===== src/rtl/vdc_pkg.sv =====
`timescale 1ns / 1ps
// ----------------------------------------------------------------------------
// vdc_pkg
// Shared types and fixed widths for the van der Corput sequence generator.
// ----------------------------------------------------------------------------

package vdc_pkg;

	localparam int CNT_W     = 64;                     // index counter width
	localparam int RADIX_W   = 16;                     // base register width
	localparam int SAMPLE_W  = 32;                     // result fraction width
	localparam int DIV_BITS  = 4;                      // quotient bits per divider cycle
	localparam int DIV_STEPS = CNT_W / DIV_BITS;       // divider steps per division
	localparam int DIV_CNT_W = $clog2(DIV_STEPS);

	localparam logic MODE_POP    = 1'b0;
	localparam logic MODE_RESEED = 1'b1;

	typedef enum logic [2:0] {
		ST_IDLE,
		ST_W0_DIV,
		ST_CHECK,
		ST_K_DIV,
		ST_W_DIV,
		ST_FINISH
	} state_t;

endpackage


===== src/rtl/van_der_corput_generator.sv =====
`timescale 1ns / 1ps
// ----------------------------------------------------------------------------
// van_der_corput_generator
// Radical inverse of a 64-bit wrapping index counter in a programmable base.
// ----------------------------------------------------------------------------
// A pop request increments the index counter and returns its radical inverse in
// base radix (values below two act as two) as an unsigned Q0.32 fraction; a
// reseed request loads the counter and returns nothing. All divisions go
// through one shared bit-serial divider that retires four quotient bits per
// cycle. The digit loop of a pop stops once the remaining counter or the
// current weight reaches zero, or after MAX_DIGITS digits (base two gives at
// most 32 digits at the default FRAC_BITS). Each digit costs one division of
// the counter, one of the weight and one check step. in_stall stays high while
// a pop is worked on; a finished sample waits in the output register and the
// next request may be taken meanwhile. radix should only be written while no
// pop is in progress.
// ----------------------------------------------------------------------------

module van_der_corput_generator
	import vdc_pkg::*;
#(
	parameter int FRAC_BITS  = 32,
	parameter int MAX_DIGITS = 64
) (
	input  logic                clk,
	input  logic                arst_n,

	input  logic                cfg_valid,
	output logic                cfg_ready,
	input  logic [RADIX_W-1:0]  radix,

	input  logic                in_valid,
	output logic                in_stall,
	input  logic                mode,
	input  logic [CNT_W-1:0]    seed_value,

	output logic                out_valid,
	input  logic                out_stall,
	output logic [SAMPLE_W-1:0] sample
);

	localparam int DIG_W = $clog2(MAX_DIGITS + 1);

	state_t state_q, state_nx;

	logic [RADIX_W-1:0]   radix_q;
	logic [CNT_W-1:0]     cnt_q;
	logic [DIG_W-1:0]     dig_q;
	logic [DIV_CNT_W-1:0] div_cnt_q;
	logic                 out_valid_q;

	logic [RADIX_W-1:0]   b_q;
	logic [CNT_W-1:0]     k_q;
	logic [FRAC_BITS-1:0] w_q;
	logic [RADIX_W-1:0]   digit_q;
	logic [SAMPLE_W-1:0]  prod_q;
	logic [SAMPLE_W-1:0]  acc_q;
	logic [SAMPLE_W-1:0]  sample_q;
	logic [CNT_W-1:0]     div_n_q;
	logic [RADIX_W-1:0]   div_r_q;

	logic                 in_acc;
	logic                 pop_acc;
	logic                 out_free;
	logic                 div_busy;
	logic                 div_done;
	logic                 loop_done;
	logic [CNT_W-1:0]     cnt_inc;
	logic [RADIX_W-1:0]   b_eff;
	logic [CNT_W-1:0]     w_ext;
	logic [CNT_W-1:0]     div_n_nx;
	logic [RADIX_W-1:0]   div_r_nx;
	logic [47:0]          prod_full;

	assign in_acc   = in_valid && !in_stall;
	assign pop_acc  = in_acc && (mode == MODE_POP);
	assign out_free = !out_valid_q || !out_stall;
	assign div_done = (div_cnt_q == DIV_CNT_W'(DIV_STEPS - 1));
	assign cnt_inc  = cnt_q + CNT_W'(1);
	assign b_eff    = (radix_q < RADIX_W'(2)) ? RADIX_W'(2) : radix_q;
	assign w_ext    = CNT_W'(w_q);
	assign loop_done = (k_q == '0) || (w_q == '0) || (dig_q == DIG_W'(MAX_DIGITS));
	assign prod_full = 48'(digit_q) * 48'(w_ext[SAMPLE_W-1:0]);

	// shared divider: DIV_BITS restoring steps per cycle, quotient shifts into div_n
	always_comb begin
		logic [RADIX_W:0]    r_ext;
		logic [RADIX_W-1:0]  r;
		logic [DIV_BITS-1:0] q;
		r = div_r_q;
		q = '0;
		for (int i = 0; i < DIV_BITS; i++) begin
			r_ext = {r, div_n_q[CNT_W-1-i]};
			if (r_ext >= {1'b0, b_q}) begin
				r_ext = r_ext - {1'b0, b_q};
				q[DIV_BITS-1-i] = 1'b1;
			end
			r = r_ext[RADIX_W-1:0];
		end
		div_r_nx = r;
		div_n_nx = {div_n_q[CNT_W-DIV_BITS-1:0], q};
	end

	// next state
	always_comb begin
		state_nx = state_q;
		case (state_q)
			ST_IDLE: begin
				if (pop_acc)
					state_nx = ST_W0_DIV;
			end
			ST_W0_DIV: begin
				if (div_done)
					state_nx = ST_CHECK;
			end
			ST_CHECK: begin
				state_nx = loop_done ? ST_FINISH : ST_K_DIV;
			end
			ST_K_DIV: begin
				if (div_done)
					state_nx = ST_W_DIV;
			end
			ST_W_DIV: begin
				if (div_done)
					state_nx = ST_CHECK;
			end
			ST_FINISH: begin
				if (out_free)
					state_nx = ST_IDLE;
			end
			default: begin
				state_nx = ST_IDLE;
			end
		endcase
	end

	// outputs of the sequencer
	always_comb begin
		in_stall  = 1'b1;
		cfg_ready = 1'b0;
		div_busy  = 1'b0;
		case (state_q)
			ST_IDLE: begin
				in_stall  = 1'b0;
				cfg_ready = 1'b1;
			end
			ST_W0_DIV, ST_K_DIV, ST_W_DIV: begin
				div_busy = 1'b1;
			end
			default: begin
				div_busy = 1'b0;
			end
		endcase
	end

	always_ff @(posedge clk or negedge arst_n) begin
		if (!arst_n) begin
			state_q     <= ST_IDLE;
			radix_q     <= RADIX_W'(2);
			cnt_q       <= '0;
			dig_q       <= '0;
			div_cnt_q   <= '0;
			out_valid_q <= 1'b0;
		end else begin
			state_q <= state_nx;
			if (cfg_valid && cfg_ready)
				radix_q <= radix;
			if (in_acc)
				cnt_q <= (mode == MODE_RESEED) ? seed_value : cnt_inc;
			if (pop_acc)
				dig_q <= '0;
			else if (state_q == ST_W_DIV && div_done)
				dig_q <= dig_q + DIG_W'(1);
			if (div_busy)
				div_cnt_q <= div_cnt_q + DIV_CNT_W'(1);
			if (state_q == ST_FINISH && out_free)
				out_valid_q <= 1'b1;
			else if (!out_stall)
				out_valid_q <= 1'b0;
		end
	end

	always_ff @(posedge clk) begin
		// the last step of the counter division loads the weight division instead
		if (div_busy && !(state_q == ST_K_DIV && div_done)) begin
			div_n_q <= div_n_nx;
			div_r_q <= div_r_nx;
		end
		case (state_q)
			ST_IDLE: begin
				if (pop_acc) begin
					k_q     <= cnt_inc;
					b_q     <= b_eff;
					acc_q   <= '0;
					div_n_q <= CNT_W'({FRAC_BITS{1'b1}});
					div_r_q <= '0;
				end
			end
			ST_W0_DIV: begin
				// floor(2^F / b) from floor((2^F - 1) / b), bumped when b divides 2^F
				if (div_done)
					w_q <= FRAC_BITS'(div_n_nx + CNT_W'(div_r_nx == b_q - RADIX_W'(1)));
			end
			ST_CHECK: begin
				div_n_q <= k_q;
				div_r_q <= '0;
			end
			ST_K_DIV: begin
				if (div_done) begin
					digit_q <= div_r_nx;
					k_q     <= div_n_nx;
					div_n_q <= w_ext;
					div_r_q <= '0;
				end
			end
			ST_W_DIV: begin
				// only the low sample bits of the product are kept
				prod_q <= prod_full[SAMPLE_W-1:0];
				if (div_done) begin
					w_q   <= FRAC_BITS'(div_n_nx);
					acc_q <= acc_q + prod_q;
				end
			end
			ST_FINISH: begin
				if (out_free)
					sample_q <= acc_q;
			end
			default: begin
			end
		endcase
	end

	assign out_valid = out_valid_q;
	assign sample    = sample_q;

	a_rise_from_finish: assert property (@(posedge clk) disable iff (!arst_n)
		$rose(out_valid_q) |-> $past(state_q == ST_FINISH))
		else $error("result raised outside finish state");

	a_rem_below_base: assert property (@(posedge clk) disable iff (!arst_n)
		(state_q == ST_K_DIV || state_q == ST_W_DIV) |-> (div_r_q < b_q))
		else $error("divider remainder not below base");

	a_digit_limit: assert property (@(posedge clk) disable iff (!arst_n)
		dig_q <= DIG_W'(MAX_DIGITS))
		else $error("digit count beyond limit");

	a_reseed_no_work: assert property (@(posedge clk) disable iff (!arst_n)
		(in_acc && mode == MODE_RESEED) |=> (state_q == ST_IDLE && cnt_q == $past(seed_value)))
		else $error("reseed started work or missed the counter load");

endmodule

===== config.mk =====
export PLATFORM = sky130hd
export DESIGN_NAME = van_der_corput_generator
export DESIGN_NICKNAME = d
export VERILOG_FILES = /design/src/rtl/vdc_pkg.sv /design/src/rtl/van_der_corput_generator.sv
export SDC_FILE = /design/constraint.sdc
export NUM_CORES = 2
export LEC_CHECK = 0
export ABC_AREA = 0
export BUFFER_PORTS_ARGS = -buffer_cell sky130_fd_sc_hd__buf_2
export CAP_MARGIN = 5
export CORE_MARGIN = 4
export CORE_UTILIZATION = 55
export DETAILED_ROUTE_END_ITERATION = 8
export PLACE_DENSITY_LB_ADDON = 0.25
export REMOVE_ABC_BUFFERS = 1
export SYNTH_ARGS = -nofsm -noshare
export SYNTH_HDL_FRONTEND = slang
export SYNTH_SLANG_ARGS = --single-unit

===== constraint.sdc =====
create_clock -name clk -period 32.8 [get_ports clk]
set_input_delay 1.64 -clock clk [delete_from_list [all_inputs] [get_ports clk]]
set_output_delay 1.64 -clock clk [all_outputs]
set_load 0.05 [all_outputs]

==> results.toml <==
[outcome]
status = "finished clean"

[clocking]
numCtsBuffers = 45
postCtsHoldBufs = 0
cts_tree = "done"
clkSlewWorstSetupHoldPaths_ns = 0.07
cts_root_buf = "clkbuf_16"
clk-insertion-delay-late_ns = 0.61
cts-htree-levels = 2
cts_resized = 0
post_cts_buffers = 0
clockBufferDepth = 3
cts_sinks = 399

[yosys]
synth_cells = 3689
synth.distinct_cells = 81
synth_mux_area_share_pct = 4.686
synth_top_family_by_area = "adder cells"
yosysSeqAreaShare_pct = 31.09
synth_compound_area_share_pct = 12.04
synth-xor-area-share_pct = 6.078
syn_area_mm2 = 0.03444
synth_simple_gate_area_share_pct = 15.62
synth-main-ff-cell = "edfxtp_1"
synthAdderAreaFrac_pct = 24.03
synth_async_sr_flop_share_pct = 23.81
ys_ff_latch = 399
synth_area_per_cell_um2 = 9.336
synth_edf_count = 224
ys_warn_count = 0

[worst_setup_path]
ff2ff_setup_slack_ns = 18.38
slowest_stage = "o21a_1"
rr_endpoint = "w_q[26]"
required_ns = 33.16
crit_fanout = 34
r2r_cells = 51
worstSetupEndpointType = "register"
worst_setup_path_start_kind = "register"
crit_arrival_ns = 14.78
max_stage_delay_ns = 0.57
timing.rr.start = "b_q[1]"
critical_path_class = "reg2reg"
crit_top_cell = "ha_1"

[hold_path]
min_to = "sample[3]"
whs_path_depth = 0
min_path_type = "reg2reg"
min_from = "acc_q[3]"

[timing]
setup_viol_count_final = 0
min_period_ns = 14.42
fmax_ghz = 0.06934
final.period_utilization_pct = 43.97
finalMaxSlewViolations = 0
tightest_slew_ns = 1.182
maxSlewHeadroom_pct = 21.09
finalSetupTns_ns = 0
fin_skew_ns = 0.03419
rsz0062_at_grt = "no"
hold_viol = 0
fin_ws_ns = 18.38

[routing]
firstDrtPassIters = 5
vias_per_cell = 5.840
drt-total-wl_um = 89540
ant_nets = 0
first_iter_violations = 2057
dr_total_vias = 26640
routedWlPerCell_um = 19.63
drc = 0

[placed_design]
place_ws_ns = 18.57
gp_congestion = 0.9424
place_hpwl_um = 64810
dpl-instance-area_mm2 = 0.03569
dp_cells = 4478
portBuffers = 120

[finish]
drive_gt1_share_pct = 8.671
fin_area_mm2 = 0.03717
antennaDiodeCount = 0
area_growth_pct = 7.927
instances_no_fill = 4562
finalNetCount = 4250

[job]
drv_cap = 0

[global_route]
grt_pass1_vias = 26389
grt_use_total_pct = 26.67
grt_overflow = 0
grt_first_pass_wirelength_um = 144200
grt_max_degree = 121
antenna_found_initial = 0

[die]
io_pins = 121
fp.dieW_um = 258.2
die_area_mm2 = 0.06669
start_util_pct = 55.71
fp.dieH_um = 258.2
core-area_mm2 = 0.06183
rows = 91

[power]
p_int_mw = 0.8151
power.net_switching_mw = 0.2275
powerDensity_mw_per_mm2 = 28.05
p_seq_share_pct = 50.3
leakagePower_nw = 16.44
vdd_drop_max_mv = 0.03845
p_clk_share_pct = 48.7
pwr-share-comb_pct = 1.0
p_sw_share_pct = 21.82
==> registers in the layout (all words and copies together) (netlist names), 3 cells and up <==
register   cells
dig_q          7
digit_q       16
div_r_q       16
w_q           32
acc_q         32
state_q        3
div_cnt_q      4
sample        32
radix_q       16
k_q           64
b_q           16
cnt_q         64
prod_q        32
div_n_q       64
==> cell families after synthesis <==
logic type,count (synthesis)
flops,399
xor+xnor,239
fa+ha+maj,476
simple gates,1158
compound gates,675
mux,153
buf+inv,589
==> Yosys cell counts, drive strengths merged, types with 10 or more instances <==
cell / n / area (um^2)
dfxtp: 80 / 1602
or2: 12 / 75.07
o21bai: 10 / 75.07
o211ai: 10 / 75.07
nand2b: 15 / 93.84
nand2: 480 / 1802
nand4: 33 / 206.5
mux2i: 100 / 1013
xnor2: 157 / 1375
nor2: 217 / 814.5
buf: 12 / 60.06
nor4: 40 / 250.2
ha: 167 / 2090
xor2: 82 / 718.2
o21ai: 182 / 925.9
nor3: 75 / 375.4
o21a: 24 / 180.2
fa: 309 / 6186
and4: 13 / 113.9
nand3: 73 / 365.4
nor2b: 22 / 137.6
a22oi: 34 / 255.2
a221oi: 32 / 280.3
a211oi: 22 / 177.7
and2: 114 / 713.2
a21oi: 235 / 1184
inv: 382 / 1434
clkbuf: 194 / 728.2
or3: 17 / 106.4
a21o: 37 / 277.8
dfrtp: 94 / 2352
and3: 35 / 219.0
edfxtp: 224 / 6726
mux2: 53 / 600.6
o22ai: 33 / 206.5
==> cells in the final DEF, fill, tap and decap left out, types with 94 or more instances in the layout <==
cell type / count
nand2_1: 478
inv_1: 381
fa_1: 309
a21oi_1: 230
edfxtp_1: 224
nor2_1: 213
o21ai_0: 177
ha_1: 167
xnor2_1: 157
buf_2: 119
and2_1: 113
mux2i_1: 99
dfrtp_1: 94
==> per-layer routing <==
metal  vias to the layer above  global-route usage [%]  wire length [um]
li1                      12483                       -                 -
met2                      1000                   42.64             40800
met3                       177                   4.046              6597
met5                         -                       0                 0
met1                     12980                   38.35             39590
met4                         0                   7.316              2550
==> final cells by class <==
cell class | instances | area (um^2)
clock buffer | 67 | 1299
clock inverter | 17 | 186.4
fill | 5340 | 24650
inverter | 383 | 1438
multi-input combinational | 2701 | 21610
sequential | 399 | 10710
tap | 837 | 1047
timing repair buffer | 158 | 888.4
==> worst max-delay path: cells and delay by family (launching register included) <==
| family | cells | cell delay [ns] |
|---|---|---|
| AOI/OAI and AO/OA | 23 | 5.86 |
| and+or+nand+nor | 12 | 3.37 |
| DFF | 1 | 0.53 |
| adders and majority gates | 6 | 1.72 |
| xor gates and xnor gates | 2 | 0.34 |
| muxes | 3 | 0.89 |
| buffers and inverters | 5 | 1.38 |
==> per-stage QoR <==
step	utilization (%)	hold WS [ns]	total power, mW
finish	60.12	0.4571	1.043
global route	60.12	0.4750	1.072
CTS	60.12	0.4621	1.050
detailed placement	57.72	0.4466	0.5454
global placement	57.72	0.4421	0.5454
floorplan	-	0.4307	0.5356
==> power groups by stage <==
stage	combinational [mW]	clock [mW]	sequential (mW)
2_1_floorplan	0.000812	0	0.535
3_3_place_gp	0.0107	0	0.535
3_5_place_dp	0.0107	0	0.535
4_1_cts	0.0107	0.515	0.524
5_1_grt	0.0118	0.536	0.524
6_report	0.0105	0.508	0.524
==> how the worst max path moves through the flow <==
stage           start      end  slack (ns)  depth (start not counted)
2_1_floorplan  b_q[1]  w_q[26]       19.85                         49
3_3_place_gp   b_q[1]  w_q[26]       18.70                         51
3_5_place_dp   b_q[1]  w_q[26]       18.57                         51
4_1_cts        b_q[1]  w_q[26]       18.51                         51
5_1_grt        b_q[1]  w_q[26]       17.45                         51
6_report       b_q[1]  w_q[26]       18.38                         51
No activity file was read; power rests on OpenSTA's default activity.
